[config.mk]
export PLATFORM = sky130hd
export DESIGN_NAME = command_line_parser_validator
export DESIGN_NICKNAME = d
export VERILOG_FILES = /design/src/hw/rtl/cmdv_pkg.sv /design/src/hw/rtl/command_line_parser_validator.sv /design/src/hw/rtl/cmdv_ram.sv
export SDC_FILE = /design/constraint.sdc
export NUM_CORES = 1
export LEC_CHECK = 0
export BUFFER_PORTS_ARGS = -buffer_cell sky130_fd_sc_hd__buf_2
export CELL_PAD_IN_SITES_DETAIL_PLACEMENT = 1
export CELL_PAD_IN_SITES_GLOBAL_PLACEMENT = 2
export CORE_MARGIN = 2
export CORE_UTILIZATION = 37
export DETAILED_ROUTE_END_ITERATION = 7
export GPL_TIMING_DRIVEN = 0
export PLACE_DENSITY_LB_ADDON = 0.1
export RECOVER_POWER = 100
export SYNTH_ARGS = -nofsm -noshare
export SYNTH_HDL_FRONTEND = slang
export SYNTH_MEMORY_MAX_BITS = 65536
export SYNTH_SLANG_ARGS = --single-unit
[constraint.sdc]
create_clock -name clk -period 5.8 [get_ports clk]
set_input_delay 0.29 -clock clk [delete_from_list [all_inputs] [get_ports clk]]
set_output_delay 0.29 -clock clk [all_outputs]
set_load 0.03 [all_outputs]
[src/hw/rtl/cmdv_pkg.sv]
// package for the command line parser and validator
// holds the phase and sequencer types, register indexes, status codes and the name table
package cmdv_pkg;

    typedef enum logic [2:0] {
        PH_START  = 3'd0,
        PH_WORD   = 3'd1,
        PH_NUMBER = 3'd2,
        PH_BLANK  = 3'd3,
        PH_ERROR  = 3'd4
    } phase_t;

    typedef enum logic [2:0] {
        ST_IDLE,
        ST_SCAN_LO,
        ST_SCAN_HI,
        ST_DIG_RD,
        ST_DIG_WR,
        ST_NL_RD,
        ST_NL_CAP,
        ST_NL_OUT
    } seq_state_t;

    localparam logic [7:0] REG_FREQ_LOW  = 8'd0;
    localparam logic [7:0] REG_FREQ_HIGH = 8'd1;
    localparam logic [7:0] REG_TIME_MAX  = 8'd2;
    localparam logic [7:0] REG_MIN_SPAN  = 8'd3;

    localparam logic [2:0] STS_OK      = 3'd0;
    localparam logic [2:0] STS_SYNTAX  = 3'd1;
    localparam logic [2:0] STS_MISSING = 3'd2;
    localparam logic [2:0] STS_EXTRA   = 3'd3;
    localparam logic [2:0] STS_TIME    = 3'd4;
    localparam logic [2:0] STS_FREQ    = 3'd5;
    localparam logic [2:0] STS_SPAN    = 3'd6;

    localparam logic [2:0] ACT_NONE   = 3'd0;
    localparam logic [2:0] ACT_SWEEP  = 3'd1;
    localparam logic [2:0] ACT_STOP   = 3'd2;
    localparam logic [2:0] ACT_SETF   = 3'd3;
    localparam logic [2:0] ACT_REPF   = 3'd4;
    localparam logic [2:0] ACT_ID     = 3'd5;
    localparam logic [2:0] ACT_STATE  = 3'd6;
    localparam logic [2:0] ACT_MODE   = 3'd7;

    localparam logic [4:0] ROW_APAGAR  = 5'd0;
    localparam logic [4:0] ROW_BARRER  = 5'd1;
    localparam logic [4:0] ROW_CFT     = 5'd2;
    localparam logic [4:0] ROW_CPDIS   = 5'd3;
    localparam logic [4:0] ROW_CPSNK   = 5'd4;
    localparam logic [4:0] ROW_CPSRC   = 5'd5;
    localparam logic [4:0] ROW_ESTADO  = 5'd6;
    localparam logic [4:0] ROW_FREC    = 5'd7;
    localparam logic [4:0] ROW_FRECU   = 5'd8;
    localparam logic [4:0] ROW_FRECUQ  = 5'd9;
    localparam logic [4:0] ROW_FRECQ   = 5'd10;
    localparam logic [4:0] ROW_IDQ     = 5'd11;
    localparam logic [4:0] ROW_INICIAR = 5'd12;
    localparam logic [4:0] ROW_STOP    = 5'd14;

    localparam logic [7:0] CH_NL    = 8'd10;
    localparam logic [7:0] CH_TAB   = 8'd9;
    localparam logic [7:0] CH_SPACE = 8'd32;
    localparam logic [7:0] CH_QUEST = 8'd63;

    function automatic logic [7:0] name_char(input logic [4:0] row, input logic [3:0] pos);
        logic [127:0] s;
        s = '0;
        unique case (row)
            5'd0:    s = {"apagar", 80'h0};
            5'd1:    s = {"barrer", 80'h0};
            5'd2:    s = {"cft", 104'h0};
            5'd3:    s = {"cpdis", 88'h0};
            5'd4:    s = {"cpsnk", 88'h0};
            5'd5:    s = {"cpsrc", 88'h0};
            5'd6:    s = {"estado", 80'h0};
            5'd7:    s = {"frec", 96'h0};
            5'd8:    s = {"frecuencia", 48'h0};
            5'd9:    s = {"frecuencia?", 40'h0};
            5'd10:   s = {"frec?", 88'h0};
            5'd11:   s = {"id?", 104'h0};
            5'd12:   s = {"iniciar", 72'h0};
            5'd13:   s = {"reset", 88'h0};
            5'd14:   s = {"stop", 96'h0};
            5'd15:   s = {"test", 96'h0};
            default: s = '0;
        endcase
        return s[127 - 8 * pos -: 8];
    endfunction

endpackage

[src/hw/rtl/command_line_parser_validator.sv]
// command line parser and validator: one character per beat, one result beat per newline
// a plain character is taken in the idle state; a letter scans the name table (one table row a
// cycle) while the window is open, and is taken without a scan once it is empty; a digit reads,
// then writes its ram entry; a newline reads up to three ram slots, then waits for any previous result beat
// reset is asynchronous and active low; accumulator ram entries read as zero until written
// uses cmdv_pkg and cmdv_ram
module command_line_parser_validator
    import cmdv_pkg::*;
#(
    parameter int NUM_COMMANDS = 16,
    parameter int MAX_PARAMS   = 3,
    parameter int NAME_LENGTH  = 12,
    parameter int VALUE_WIDTH  = 16
) (
    input  logic        clk,
    input  logic        rst_n,
    input  logic        s_tvalid,
    output logic        s_tready,
    input  logic [7:0]  s_tdata,   // char_in
    output logic        m_tvalid,
    input  logic        m_tready,
    output logic [63:0] m_tdata,   // status, command_index, action, mode_value,
                                   // param_first, param_second, param_third
    input  logic        cfg_valid,
    output logic        cfg_ready,
    input  logic [7:0]  cfg_index,
    input  logic [15:0] cfg_data
);
    localparam int RW    = $clog2(NUM_COMMANDS);
    localparam int NROWS = NUM_COMMANDS > 32 ? 32 : NUM_COMMANDS;
    localparam int POS_W = $clog2(NAME_LENGTH + 1);
    localparam int CNT_W = $clog2(MAX_PARAMS + 2);
    localparam int AW    = MAX_PARAMS > 1 ? $clog2(MAX_PARAMS) : 1;
    localparam int NP    = MAX_PARAMS < 3 ? MAX_PARAMS : 3;
    localparam int VW    = VALUE_WIDTH;
    localparam int CW    = (VW > 16 ? VW : 16) + 1;
    localparam logic signed [RW:0] LAST_ROW = (RW + 1)'(NROWS - 1);
    localparam logic [VW-1:0] MAXV = {VW{1'b1}};

    seq_state_t state_reg, state_next;
    phase_t phase_reg, phase_next;
    logic [RW-1:0] first_reg, first_next, row_reg, row_next;
    logic signed [RW:0] last_reg, last_next;
    logic [POS_W-1:0] pos_reg, pos_next;
    logic [CNT_W-1:0] cnt_reg, cnt_next;
    logic [MAX_PARAMS-1:0] avld_reg, avld_next;
    logic [7:0] chr_reg, chr_next;
    logic [AW-1:0] slot_reg, slot_next;
    logic [1:0] k_reg, k_next;
    logic [VW-1:0] p_reg [3];
    logic [VW-1:0] p_next [3];
    logic [15:0] flo_reg, fhi_reg, tmax_reg, span_reg;
    logic out_vld_reg, out_vld_next;
    logic [63:0] out_reg, out_next;

    logic ram_we;
    logic [AW-1:0] ram_waddr, ram_raddr;
    logic [VW-1:0] ram_wdata, ram_rdata;

    cmdv_ram #(.WIDTH(VW), .DEPTH(MAX_PARAMS)) u_acc_ram (
        .clk   (clk),
        .we    (ram_we),
        .waddr (ram_waddr),
        .wdata (ram_wdata),
        .raddr (ram_raddr),
        .rdata (ram_rdata)
    );

    logic [7:0] c, lc;
    logic is_alpha, is_digit, is_blank, is_nl, win_open, acc_beat;
    logic [7:0] tch, tch_first;
    logic [VW-1:0] cur_val;
    logic [VW+3:0] mac;
    logic found;
    logic [2:0] need, j_status, j_action, j_mode;
    logic signed [RW+1:0] row_s;

    function automatic logic [7:0] tchar(input logic [RW-1:0] row, input logic [POS_W-1:0] pos);
        if (32'(pos) >= NAME_LENGTH)
            return 8'd0;
        return name_char(5'(row), 4'(pos));
    endfunction

    function automatic logic in_band(input logic [VW-1:0] f, input logic [15:0] lo,
                                     input logic [15:0] hi);
        return (CW'(f) >= CW'(lo)) && (CW'(f) <= CW'(hi));
    endfunction

    assign c        = s_tdata;
    assign is_alpha = (c >= "a" && c <= "z") || (c >= "A" && c <= "Z");
    assign is_digit = c >= "0" && c <= "9";
    assign is_blank = c == CH_SPACE || c == CH_TAB;
    assign is_nl    = c == CH_NL;
    assign lc       = (c >= "A" && c <= "Z") ? c + 8'd32 : c;
    assign win_open = last_reg >= $signed({1'b0, first_reg});
    assign s_tready = state_reg == ST_IDLE;
    assign acc_beat = s_tvalid && s_tready;
    assign cfg_ready = 1'b1;
    assign m_tvalid = out_vld_reg;
    assign m_tdata  = out_reg;
    assign tch       = tchar(row_reg, pos_reg);
    assign tch_first = tchar(first_reg, pos_reg);
    assign cur_val  = avld_reg[slot_reg] ? ram_rdata : '0;
    assign mac      = (VW + 4)'(cur_val) * (VW + 4)'(10) + (VW + 4)'(chr_reg - "0");
    assign row_s    = $signed({2'b00, row_reg});

    // next state
    always_comb
    begin
        state_next = state_reg;
        unique case (state_reg)
            ST_IDLE:
            begin
                if (acc_beat)
                begin
                    if (is_nl)
                        state_next = ST_NL_RD;
                    else if (phase_reg == PH_START && is_alpha && win_open)
                        state_next = ST_SCAN_LO;
                    else if (phase_reg == PH_WORD && c != CH_SPACE
                             && (is_alpha || is_digit || c == CH_QUEST) && win_open)
                        state_next = ST_SCAN_LO;
                    else if (phase_reg == PH_NUMBER && is_digit && cnt_reg >= 1
                             && 32'(cnt_reg) - 1 < MAX_PARAMS)
                        state_next = ST_DIG_RD;
                    else if (phase_reg == PH_BLANK && is_digit && 32'(cnt_reg) < MAX_PARAMS)
                        state_next = ST_DIG_RD;
                end
            end
            ST_SCAN_LO:
            begin
                if (tch == chr_reg || row_s[RW:0] == last_reg)
                    state_next = ST_SCAN_HI;
            end
            ST_SCAN_HI:
            begin
                if (tch != chr_reg || row_s[RW:0] == last_reg)
                    state_next = ST_IDLE;
            end
            ST_DIG_RD: state_next = ST_DIG_WR;
            ST_DIG_WR: state_next = ST_IDLE;
            ST_NL_RD:  state_next = ST_NL_CAP;
            ST_NL_CAP: state_next = (32'(k_reg) + 1 >= NP) ? ST_NL_OUT : ST_NL_RD;
            ST_NL_OUT: state_next = out_vld_reg ? ST_NL_OUT : ST_IDLE;
            default:   state_next = ST_IDLE;
        endcase
    end

    // line judgment
    always_comb
    begin
        found    = win_open && tch_first == 8'd0;
        need     = (5'(first_reg) == ROW_BARRER) ? 3'd3 : (5'(first_reg) == ROW_FREC) ? 3'd1 : 3'd0;
        j_status = STS_OK;
        j_action = ACT_NONE;
        j_mode   = 3'd0;
        if (!found)
            j_status = STS_SYNTAX;
        else if (CNT_W'(need) > cnt_reg)
            j_status = STS_MISSING;
        else if (CNT_W'(need) < cnt_reg)
            j_status = STS_EXTRA;
        else
        begin
            unique case (5'(first_reg))
                ROW_BARRER:
                begin
                    if (p_reg[0] == '0 || CW'(p_reg[0]) > CW'(tmax_reg))
                        j_status = STS_TIME;
                    else if (!in_band(p_reg[1], flo_reg, fhi_reg)
                             || !in_band(p_reg[2], flo_reg, fhi_reg))
                        j_status = STS_FREQ;
                    else if (CW'(p_reg[1]) >= CW'(p_reg[2]) + CW'(span_reg))
                        j_status = STS_SPAN;
                    else
                        j_action = ACT_SWEEP;
                end
                ROW_STOP: j_action = ACT_STOP;
                ROW_FREC, ROW_FRECU:
                begin
                    if (in_band(p_reg[0], flo_reg, fhi_reg))
                        j_action = ACT_SETF;
                    else
                        j_status = STS_FREQ;
                end
                ROW_FRECUQ, ROW_FRECQ: j_action = ACT_REPF;
                ROW_IDQ:     j_action = ACT_ID;
                ROW_ESTADO:  j_action = ACT_STATE;
                ROW_CFT:     begin j_action = ACT_MODE; j_mode = 3'd4; end
                ROW_CPDIS:   begin j_action = ACT_MODE; j_mode = 3'd3; end
                ROW_CPSNK:   begin j_action = ACT_MODE; j_mode = 3'd1; end
                ROW_CPSRC:   begin j_action = ACT_MODE; j_mode = 3'd2; end
                ROW_INICIAR: begin j_action = ACT_MODE; j_mode = 3'd0; end
                default:     j_action = ACT_NONE;
            endcase
        end
    end

    // datapath
    always_comb
    begin
        phase_next   = phase_reg;
        first_next   = first_reg;
        last_next    = last_reg;
        pos_next     = pos_reg;
        cnt_next     = cnt_reg;
        avld_next    = avld_reg;
        chr_next     = chr_reg;
        slot_next    = slot_reg;
        row_next     = row_reg;
        k_next       = k_reg;
        p_next       = p_reg;
        out_vld_next = out_vld_reg && !m_tready;
        out_next     = out_reg;
        ram_we       = 1'b0;
        ram_waddr    = slot_reg;
        ram_wdata    = mac > (VW + 4)'(MAXV) ? MAXV : VW'(mac);
        ram_raddr    = (state_reg == ST_NL_RD) ? AW'(k_reg) : slot_reg;
        unique case (state_reg)
            ST_IDLE:
            begin
                if (acc_beat)
                begin
                    chr_next = lc;
                    row_next = first_reg;
                    if (is_nl)
                    begin
                        k_next = 2'd0;
                        for (int i = 0; i < 3; i++)
                            p_next[i] = '0;
                    end
                    else
                    begin
                        unique case (phase_reg)
                            PH_START:
                                phase_next = (is_alpha || is_blank) ? PH_WORD : PH_ERROR;
                            PH_WORD:
                            begin
                                if (c == CH_SPACE)
                                    phase_next = PH_BLANK;
                                else if (!(is_alpha || is_digit || c == CH_QUEST))
                                    phase_next = PH_ERROR;
                            end
                            PH_NUMBER:
                            begin
                                if (is_blank)
                                    phase_next = PH_BLANK;
                                else if (!is_digit)
                                    phase_next = PH_ERROR;
                                slot_next = AW'(cnt_reg - 1'b1);
                            end
                            PH_BLANK:
                            begin
                                if (is_digit)
                                begin
                                    phase_next = PH_NUMBER;
                                    if (32'(cnt_reg) < MAX_PARAMS + 1)
                                        cnt_next = cnt_reg + 1'b1;
                                end
                                else if (!is_blank)
                                    phase_next = PH_ERROR;
                                slot_next = AW'(cnt_reg);
                            end
                            default: phase_next = PH_ERROR;
                        endcase
                    end
                end
            end
            ST_SCAN_LO:
            begin
                if (tch == chr_reg)
                    first_next = row_reg;
                else if (row_s[RW:0] == last_reg)
                    row_next = first_reg;
                else
                    row_next = row_reg + 1'b1;
            end
            ST_SCAN_HI:
            begin
                if (tch != chr_reg)
                    last_next = row_s[RW:0] - 1'b1;
                else if (row_s[RW:0] != last_reg)
                    row_next = row_reg + 1'b1;
                if (tch != chr_reg || row_s[RW:0] == last_reg)
                begin
                    if (32'(pos_reg) < NAME_LENGTH)
                        pos_next = pos_reg + 1'b1;
                end
            end
            ST_DIG_RD: ;
            ST_DIG_WR:
            begin
                ram_we              = 1'b1;
                avld_next[slot_reg] = 1'b1;
            end
            ST_NL_RD: ;
            ST_NL_CAP:
            begin
                p_next[k_reg] = avld_reg[AW'(k_reg)] ? ram_rdata : '0;
                k_next        = k_reg + 2'd1;
            end
            ST_NL_OUT:
            begin
                if (!out_vld_reg)
                begin
                    out_vld_next = 1'b1;
                    out_next = {3'b000, 16'(p_reg[2]), 16'(p_reg[1]), 16'(p_reg[0]),
                                j_mode, j_action, 4'(first_reg & {RW{found}}), j_status};
                    phase_next = PH_WORD;
                    first_next = '0;
                    last_next  = LAST_ROW;
                    pos_next   = '0;
                    cnt_next   = '0;
                    avld_next  = '0;
                end
            end
            default: ;
        endcase
    end

    always_ff @(posedge clk or negedge rst_n)
    begin
        if (!rst_n)
        begin
            state_reg   <= ST_IDLE;
            phase_reg   <= PH_START;
            first_reg   <= '0;
            last_reg    <= LAST_ROW;
            pos_reg     <= '0;
            cnt_reg     <= '0;
            avld_reg    <= '0;
            k_reg       <= '0;
            out_vld_reg <= 1'b0;
            flo_reg     <= 16'd10600;
            fhi_reg     <= 16'd11800;
            tmax_reg    <= 16'd10000;
            span_reg    <= 16'd100;
            for (int i = 0; i < 3; i++)
                p_reg[i] <= '0;
        end
        else
        begin
            state_reg   <= state_next;
            phase_reg   <= phase_next;
            first_reg   <= first_next;
            last_reg    <= last_next;
            pos_reg     <= pos_next;
            cnt_reg     <= cnt_next;
            avld_reg    <= avld_next;
            k_reg       <= k_next;
            out_vld_reg <= out_vld_next;
            p_reg       <= p_next;
            if (cfg_valid && cfg_ready)
            begin
                unique case (cfg_index)
                    REG_FREQ_LOW:  flo_reg  <= cfg_data;
                    REG_FREQ_HIGH: fhi_reg  <= cfg_data;
                    REG_TIME_MAX:  tmax_reg <= cfg_data;
                    REG_MIN_SPAN:  span_reg <= cfg_data;
                    default: ;
                endcase
            end
        end
    end

    always_ff @(posedge clk)
    begin
        chr_reg  <= chr_next;
        slot_reg <= slot_next;
        row_reg  <= row_next;
        out_reg  <= out_next;
    end

`ifndef SYNTHESIS
    a_out_load: assert property (@(posedge clk) disable iff (!rst_n)
        state_reg == ST_NL_OUT && !out_vld_reg |=> out_vld_reg)
        else $error("result not loaded");
    a_cnt_sat: assert property (@(posedge clk) disable iff (!rst_n)
        32'(cnt_reg) <= MAX_PARAMS + 1)
        else $error("parameter count overflow");
    a_window: assert property (@(posedge clk) disable iff (!rst_n)
        last_reg >= $signed({1'b0, first_reg}) - 1)
        else $error("match window broken");
    a_dig_seq: assert property (@(posedge clk) disable iff (!rst_n)
        state_reg == ST_DIG_RD |=> state_reg == ST_DIG_WR)
        else $error("digit update out of order");
`endif
endmodule

[src/hw/rtl/cmdv_ram.sv]
// generic single write port ram with registered read
// no dependencies
module cmdv_ram #(
    parameter int WIDTH = 16,
    parameter int DEPTH = 3
) (
    input  logic                                  clk,
    input  logic                                  we,
    input  logic [(DEPTH > 1 ? $clog2(DEPTH) : 1)-1:0] waddr,
    input  logic [WIDTH-1:0]                      wdata,
    input  logic [(DEPTH > 1 ? $clog2(DEPTH) : 1)-1:0] raddr,
    output logic [WIDTH-1:0]                      rdata
);
    logic [WIDTH-1:0] mem [DEPTH];

    always_ff @(posedge clk)
    begin
        if (we)
        begin
            mem[waddr] <= wdata;
        end
        rdata <= mem[raddr];
    end
endmodule

==> impl_metrics.env, run 1 <==
export IMPL_die_area_um2=53600
export IMPL_ys_seq_area_share_pct=43.4
export IMPL_p_leak_nw=9.63
export IMPL_drive_gt1_share_pct=12.1
export IMPL_fmax_mhz=185
export IMPL_fillers=5742
export IMPL_critPathRequiredTime_ps=6070
export IMPL_fin_setup_tns_ps=0
export IMPL_start_util_pct=37.4
export IMPL_insertion_delay_ps=560
export IMPL_fin_crit_sh_pct=93.4
export IMPL_drc=0
export IMPL_cts_buffers=38
export IMPL_cts_num_sinks=317
export IMPL_grt_pass1_vias=15424
export IMPL_timing_slew_headroom_pct=-118
export IMPL_syn_cell_area_um2=19100
export IMPL_hpwl_um=45000
export IMPL_die_h_um=231
export IMPL_grt_max_degree=85
export IMPL_critPathTopFamily="compound AO/OA/AOI/OAI gates"
export IMPL_num_rows=83
export IMPL_vias_per_cell=5.44
export IMPL_max_stage_delay_ps=450
export IMPL_setup_viol=0
export IMPL_dp_cells=2626
export IMPL_min_period_ps=5420
export IMPL_max_cap_violations=4
export IMPL_yosys_register_bits=317
export IMPL_endpoint_kind="flip-flop"
export IMPL_synth_ff_type="edfxtp_1"
export IMPL_critPathSlowestCell="edfxtp_1"
export IMPL_diodes=0
export IMPL_ys_warn_count=0
export IMPL_synth_top_area_share_pct=19.3
export IMPL_violations="max-capacitance violations, max-slew violations"
export IMPL_synth_async_reset_ratio_pct=44.2
export IMPL_crit_top_cell="o21ai_2"
export IMPL_clock_skew_ps=17.5
export IMPL_drtAntennaViolNets=0
export IMPL_nNetsFinal=2265
export IMPL_dr_pass1_iters=5
export IMPL_crit_arrival_ps=5690
export IMPL_tightestPinTransition_ps=3270
export IMPL_slew_viol_final=202
export IMPL_final_cells=2717
export IMPL_ios=104
export IMPL_fin_worst_hold_slack_ps=30.4
export IMPL_synth_area_leaders="edfxtp_1, dfrtp_1, ha_1"
export IMPL_vdd_drop_max_uv=309
export IMPL_routedWlPerCell_um=21.3
export IMPL_path_buf_inv=4
export IMPL_core_um2=51200
export IMPL_finalHoldViolCount=0
export IMPL_status="finished with violations"
export IMPL_crit_type="reg2reg"
export IMPL_gr_total_overflow=0
export IMPL_critPathLaunchType="flip-flop"
export IMPL_die_w_um=231
export IMPL_crit_fanout=10
export IMPL_place_congestion=0.836
export IMPL_grt_pass1_wl_um=90300
export IMPL_avgSynthCellArea_um2=10.4
export IMPL_clock_path_buffers=3
export IMPL_syn_inst=1837
export IMPL_grt_use_total_pct=21.8
export IMPL_htreeDepth=2
export IMPL_ys_types=87
export IMPL_synth_edf_count=123
export IMPL_syn_to_final_growth_pct=15.3
export IMPL_p_per_area_nw_per_um2=395
export IMPL_yosysTopAreaCell="edfxtp_1"
export IMPL_totalWireLength_um=57900
export IMPL_drtIter0Drc=644
export IMPL_hold_path_class="in2reg"
export IMPL_clk_pin_slew_ps=60
export IMPL_antenna_found_initial=0
export IMPL_portBuffers=99
export IMPL_cts_tree="built"
export IMPL_cts_root_buf="clkbuf_16"
export IMPL_dr_total_vias=14790
[metal layers]
metal	share of wire [%]	track usage, %	routed length (um)
met1	48	30.5	28000
met2	46	35.5	26800
met3	2.8	2.24	1620
met4	2.7	6.88	1540
met5	0	0	0
[worst register-to-register path: cells and delay by family (launching register included)]
| family | cells | cell delay (ps) |
|---|---|---|
| AOI/OAI and AO/OA | 11 | 1760 |
| and+or+nand+nor | 7 | 980 |
| adders and majority gates | 3 | 830 |
| buffers and inverters | 4 | 670 |
| DFF | 1 | 450 |
| xor gates and xnor gates | 3 | 440 |
[final timing paths]
check	startpoint	slack, ps	cells past startpoint	end
hold reg to reg	u_acc_ram.mem[2][12]	490	2	u_acc_ram.rdata[12]
min in group asynchronous	rst_n	1370	2	p_reg[46]
hold / removal	cfg_data[1]	30	3	flo_reg[1]
setup reg to reg	ram_waddr[1]	380	28	u_acc_ram.mem[0][12]
max in group asynchronous	rst_n	960	3	span_reg[0]
setup / recovery	ram_waddr[1]	380	28	u_acc_ram.mem[0][12]
[what timing repair did]
item / CTS / global route
endpoints found under the hold margin: 63 / 0
hold buffers: 12 / 0
gates cloned: 0 / 0
setup endpoints to repair: 48 / 49
buffers inserted: 6 / 8
pin swaps: 6 / 11
gates resized for setup: 27 / 23
[cells by family (layout without fill, tap and decap cells)]
kind of cell / after synthesis / after routing / synth area share (%)
and+or+nand+nor: 474 / 474 / 12.6
muxes: 124 / 124 / 7.00
xor gates and xnor gates: 60 / 60 / 2.75
adders and majority gates: 220 / 220 / 14.5
DFF: 317 / 317 / 43.4
buffers and inverters: 177 / 375 / 3.73
other: 2 / 4 / 0.0392
AOI/OAI and AO/OA: 463 / 463 / 16.1
[per-stage QoR]
stage	power (W)	area, um^2	worst slack [ps]	util, %
final	0.00871	22100	384	43.1
after CTS	0.00877	22100	13.3	43.2
after global routing	0.00929	22100	-0.194	43.1
after detailed placement	0.00629	20700	-1720	40.3
after global placement	0.00621	20500	-1620	40.0
after floorplan	0.00526	19200	106	-
[report_power, final]
group | internal, W | leakage (nW) | switching, W
clock | 0.00139 | 0.613 | 0.000992
combinational | 0.00131 | 5.79 | 0.00213
sequential | 0.00270 | 3.23 | 0.000189
total | 0.00540 | 9.63 | 0.00331
[cells in the final DEF, fill, tap and decap left out, types with 8 or more instances in the layout]
cell,instances
ha_1,214
clkbuf_1,126
nor2_1,124
edfxtp_1,123
a21oi_1,122
dfrtp_1,116
nand2_1,101
inv_1,101
o21ai_0,90
mux2_2,59
mux2i_1,58
dfxtp_1,54
a22o_1,48
clkbuf_16,40
a21o_1,37
buf_2,36
xnor2_1,35
nor3_1,35
nand3_1,33
nor2b_1,29
nand2b_1,26
nand4_1,25
o21a_1,24
dfstp_2,24
xor2_1,22
and2_1,20
a31oi_1,19
buf_4,18
a211oi_1,17
and3_1,14
nor4_1,12
nand3b_1,12
dlygate4sd3_1,12
o211ai_1,11
o31ai_1,9
a2111oi_0,9
clkinv_1,8
a221oi_1,8
clkbuf_8,8
[synthesized netlist by cell type, drive strengths merged, types with 6 or more instances]
cell type	number
ha	218
a21oi	124
nor2	124
edfxtp	123
dfrtp	116
inv	102
nand2	101
o21ai	95
mux2	63
mux2i	61
dfxtp	54
clkbuf	51
a22o	48
xnor2	38
a21o	37
nor3	37
nand3	33
nor2b	31
nand2b	26
nand4	25
dfstp	24
o21a	24
and2	23
buf	23
xor2	22
a31oi	20
a211oi	17
and3	14
nor4	13
nand3b	12
o211ai	11
a2111oi	10
o31ai	10
a221oi	8
a21boi	7
nand4b	6
o21bai	6
o22ai	6
[area by class of cell]
cell class                 instances  area [um^2]  share of cell area, %
multi-input combinational       1345        10300                   46.6
clock inverter                    19          124                  0.561
inverter                         103          387                   1.75
sequential                       317         8310                   37.6
tap                              680          851                   3.85
buffer                            70          344                   1.56
timing repair buffer             133          662                   3.00
clock buffer                      50         1110                   5.02
Note: power is estimated with default switching activity, not from simulation.
==> run 2, diff against run 1 <==
- CORE_UTILIZATION: 37 -> 40
- clock period: 5.8 -> 5.2 ns (I/O delays scaled with it)
==> impl_metrics.env, run 2 (synthesis gave the netlist of run 1 again) <==
export IMPL_crit_top_cell="ha_4"
export IMPL_core_um2=47400
export IMPL_antenna_found_initial=0
export IMPL_grt_pass1_vias=15803
export IMPL_nNetsFinal=2292
export IMPL_endpoint_kind="flip-flop"
export IMPL_hp_start="cfg_data[14]"
export IMPL_ios=104
export IMPL_slew_viol_final=78
export IMPL_crit_start="ram_waddr[1]"
export IMPL_drtIter0Drc=699
export IMPL_cts_tree="built"
export IMPL_cts_buffers=39
export IMPL_p_per_area_nw_per_um2=455
export IMPL_crit_arrival_ps=5590
export IMPL_ff2ff_path_depth=26
export IMPL_crit_type="reg2reg"
export IMPL_dp_cells=2560
export IMPL_routedWlPerCell_um=21.8
export IMPL_final_cells=2680
export IMPL_dr_total_vias=15010
export IMPL_vias_per_cell=5.60
export IMPL_grt_setup_unrepaired="yes"
export IMPL_htreeDepth=2
export IMPL_fin_setup_tns_ps=-3590
export IMPL_dr_pass1_iters=5
export IMPL_finalHoldViolCount=0
export IMPL_max_cap_violations=2
export IMPL_die_area_um2=49600
export IMPL_critPathRequiredTime_ps=5490
export IMPL_vdd_drop_max_uv=343
export IMPL_clock_skew_ps=9.87
export IMPL_die_h_um=223
export IMPL_cts_root_buf="clkbuf_16"
export IMPL_worstHoldPathCells=3
export IMPL_hold_path_class="in2reg"
export IMPL_cts_num_sinks=317
export IMPL_crit_fanout=6
export IMPL_syn_to_final_growth_pct=18.7
export IMPL_fin_util_pct=47.9
export IMPL_grt_use_total_pct=23.6
export IMPL_regArea_um2=8310
export IMPL_insertion_delay_ps=550
export IMPL_r2r_start="ram_waddr[1]"
export IMPL_portBuffers=99
export IMPL_setup_viol=48
export IMPL_drive_gt1_share_pct=15.5
export IMPL_drc=0
export IMPL_multi_input_area_um2=10600
export IMPL_fin_worst_hold_slack_ps=14.3
export IMPL_hpwl_um=44500
export IMPL_status="finished with violations"
export IMPL_clk_pin_slew_ps=60
export IMPL_critPathSlowestCell="edfxtp_1"
export IMPL_min_period_ps=5290
export IMPL_die_w_um=223
export IMPL_timing_slew_headroom_pct=-166
export IMPL_power_w=0.0103
export IMPL_start_util_pct=40.3
export IMPL_num_rows=80
export IMPL_grt_pass1_wl_um=91000
export IMPL_fillers=5225
export IMPL_fin_crit_sh_pct=102
export IMPL_p_leak_nw=9.92
export IMPL_totalWireLength_um=58500
export IMPL_layout_commonest_cell="ha_1"
export IMPL_violations="max-capacitance violations, max-slew violations, negative setup slack"
export IMPL_fmax_mhz=189
export IMPL_max_stage_delay_ps=450
export IMPL_grt_max_degree=72
export IMPL_clock_path_buffers=3
export IMPL_drtAntennaViolNets=0
export IMPL_final_cell_mix="ha_1, clkbuf_1, edfxtp_1, nor2_1, a21oi_1"
export IMPL_tightestPinTransition_ps=3990
export IMPL_critPathLaunchType="flip-flop"
export IMPL_gr_total_overflow=0
export IMPL_place_congestion=0.832
export IMPL_worst_slack_ps=-92.7
-- run 2: cell types whose count changed in the layout (fill, tap and decap cells not counted), sizes merged --
cell / before / now
diode: 0 / 1
bufinv: 1 / 6
inv: 105 / 104
clkbuf: 175 / 177
clkinvlp: 1 / 0
clkinv: 15 / 11
buf: 66 / 85
dlygate4sd3: 12 / 19
-- run 2: worst paths after layout --
path | to | slack, ps
max | u_acc_ram.mem[0][10] | -90
max reg2reg | u_acc_ram.mem[0][10] | -90
min reg2reg | u_acc_ram.rdata[10] | 490
min | flo_reg[14] | 10
min in group asynchronous | p_reg[46] | 1660
max in group asynchronous | first_reg[2] | 680
-- run 2: layout make-up --
type	count	share of cell area, %
Buffer	71	1.62
Tap cell	615	3.39
Inverter	103	1.70
Clock inverter	18	1.08
Antenna cell	1	0.0110
Timing Repair Buffer	158	3.97
Clock buffer	52	4.84
Sequential cell	317	36.6
Multi-Input combinational cell	1345	46.8
-- run 2: power by group --
part           leakage [nW]  switching, W  internal (W)
clock                 0.668       0.00109       0.00179
sequential             3.23      0.000207       0.00302
combinational          6.02       0.00256       0.00168
total                  9.92       0.00386       0.00648
-- run 2: metrics by stage --
step                      cell area, um^2  worst slack, ps
after detailed placement            20600            -1460
after global routing                22700             -434
after CTS                           22800            -71.1
after global placement              20400            -1240
after floorplan                     19200             14.6
final                               22700            -92.7
-- run 2: critical path: cells and delay by family, from the launching register on --
family	cells	cell delay [ps]
compound gates	11	2010
flops	1	450
mux	1	340
fa+ha+maj	3	640
buf+inv	4	610
xor+xnor	2	320
simple gates	5	660
-- run 2: timing repair --
item,CTS,global route
endpoints found under the hold margin,85,0
gates cloned,1,0
pin swaps,31,3
gates resized for setup,103,16
hold buffers,19,0
setup endpoints to repair,54,59
buffers inserted,28,4
-- run 2: layer usage --
layer	vias to the layer above	part of all wire, %	global-route usage (%)
met4	0	2.4	6.08
met5	-	0	0
met2	231	47	39.7
li1	7167	-	-
met3	86	2.9	3.23
met1	7526	47	32.1
==> run 3, diff against run 2 <==
==> constraint.sdc (replaced) <==
create_clock -name clk -period 5.2 [get_ports clk]
set_input_delay 0.52 -clock clk [delete_from_list [all_inputs] [get_ports clk]]
set_output_delay 0.52 -clock clk [all_outputs]
set_load 0.03 [all_outputs]
==> impl_metrics.env, run 3 (synthesis gave the netlist of run 1 again) <==
export IMPL_crit_fanout=6
export IMPL_cts_tree="built"
export IMPL_worst_slack_ps=-96.8
export IMPL_max_cap_violations=2
export IMPL_hpwl_um=44500
export IMPL_ios=104
export IMPL_drive_gt1_share_pct=15.5
export IMPL_violations="max-capacitance violations, max-slew violations, negative setup slack"
export IMPL_htreeDepth=2
export IMPL_p_per_area_nw_per_um2=458
export IMPL_status="finished with violations"
export IMPL_setup_viol=48
export IMPL_layout_commonest_cell="ha_1"
export IMPL_totalWireLength_um=58400
export IMPL_core_um2=47400
export IMPL_die_h_um=223
export IMPL_clk_pin_slew_ps=60
export IMPL_crit_arrival_ps=5590
export IMPL_drtIter0Drc=682
export IMPL_clock_path_buffers=3
export IMPL_grt_use_total_pct=23.6
export IMPL_crit_type="reg2reg"
export IMPL_clock_skew_ps=12.0
export IMPL_pre_cts_ws_ps=-1460
export IMPL_wl_met3_um=1830
export IMPL_final_cell_mix="ha_1, clkbuf_1, edfxtp_1, nor2_1, a21oi_1"
export IMPL_top_layer="met4"
export IMPL_critPathRequiredTime_ps=5500
export IMPL_hold_path_class="in2reg"
export IMPL_cts_num_sinks=317
export IMPL_dr_pass1_iters=5
export IMPL_p_leak_nw=9.84
export IMPL_num_rows=80
export IMPL_gr_total_overflow=0
export IMPL_diodes=0
export IMPL_fmax_mhz=189
export IMPL_critPathLaunchType="flip-flop"
export IMPL_finalHoldViolCount=0
export IMPL_finish_instance_area_um2=22500
export IMPL_route_met2_wl_um=27700
export IMPL_drtAntennaViolNets=0
export IMPL_place_area_um2=20600
export IMPL_grt_pass1_vias=15740
export IMPL_timing_slew_headroom_pct=-165
export IMPL_grt_max_degree=72
export IMPL_endpoint_kind="flip-flop"
export IMPL_dp_cells=2560
export IMPL_cts_root_buf="clkbuf_16"
export IMPL_dr_total_vias=14939
export IMPL_cts_buffers=39
export IMPL_portBuffers=99
export IMPL_die_w_um=223
export IMPL_power_w=0.0103
export IMPL_final_cells=2661
export IMPL_tightestPinTransition_ps=3970
export IMPL_routedWlPerCell_um=21.9
export IMPL_die_area_um2=49600
export IMPL_vdd_drop_max_uv=340
export IMPL_start_util_pct=40.3
export IMPL_nNetsFinal=2274
export IMPL_grt_pass1_wl_um=90900
export IMPL_fin_worst_hold_slack_ps=147
export IMPL_drc=0
export IMPL_slew_viol_final=78
export IMPL_min_period_ps=5300
export IMPL_m1WireLength_um=27400
export IMPL_syn_to_final_growth_pct=17.8
export IMPL_place_congestion=0.832
export IMPL_fin_crit_sh_pct=102
export IMPL_vias_per_cell=5.61
export IMPL_antenna_found_initial=0
export IMPL_grt_setup_unrepaired="yes"
export IMPL_insertion_delay_ps=560
-- run 3: changes by cell type in the layout (fill, tap and decap cells not counted) --
cell,previous run,this run
diode_2,1,0
clkbuf_1,128,130
buf_2,35,33
dlygate4sd3_1,19,1
-- run 3: what timing repair did --
| item | 4_1_cts | 5_1_grt |
|---|---|---|
| pin swaps | 31 | 3 |
| resized for setup | 103 | 16 |
| setup buffers | 28 | 4 |
| cloned | 1 | 0 |
| hold buffers | 1 | 0 |
| setup endpoints to repair | 54 | 59 |
| endpoints found under the hold margin | 14 | 0 |
-- run 3: layout make-up --
cell class              count  area [um^2]
fillers                  5240        24900
well taps                 615          769
flip-flops and latches    317         8310
repair buffers            140          721
clock buffers              52         1100
inverters                 103          387
multi-input cells        1345        10600
clock inverters            18          246
plain buffers              71          369
-- run 3: path summary, 6_finish.rpt --
path / from / endpoint / slack (ps) / cells after the start
max: ram_waddr[1] / u_acc_ram.mem[2][12] / -100 / 27
min: m_tready / m_tvalid / 150 / 2
max reg2reg: ram_waddr[1] / u_acc_ram.mem[2][12] / -100 / 27
min reg2reg: u_acc_ram.mem[2][10] / u_acc_ram.rdata[10] / 490 / 2
max in group asynchronous: rst_n / first_reg[2] / 450 / 3
min in group asynchronous: rst_n / p_reg[46] / 1910 / 2
-- run 3: power by group --
part	internal, W	switching, W	leakage (nW)
sequential	0.00302	0.000207	3.23
clock	0.00179	0.00109	0.668
combinational	0.00167	0.00256	5.94
total	0.00647	0.00386	9.84
-- run 3: routing by layer --
metal	vias up	global-route usage [%]
met2	218	39.5
met3	83	3.28
li1	7130	-
met1	7508	32.1
met5	-	0
met4	0	6.37
-- run 3: metrics by stage --
step           setup TNS, ps  util, %
2_1_floorplan              0        -
3_3_place_gp          -55130     43.1
3_5_place_dp          -66180     43.4
4_1_cts                -2680     47.8
5_1_grt               -45010     47.5
6_report               -3810     47.5
-- run 3: worst max-delay path: stages, from the launching register on --
cell and delay [ps]:
edfxtp_1 450, mux2i_2 340, o2bb2ai_4 120, buf_8 150, and2_4 160, ha_4 270, ha_4 190, nor2b_4 120
o21ai_2 150, a21boi_2 80, o21ai_2 180, a21boi_2 90, o21ai_2 210, a21oi_4 100, o41ai_4 300, xnor2_1 190
ha_2 330, nand2_2 100, nor2_4 50, a311oi_2 230, o21ai_1 120, o22ai_1 160, xnor2_1 100, xnor2_1 220
and4_1 250, buf_8 140, clkbuf_16 160, nand2_4 60
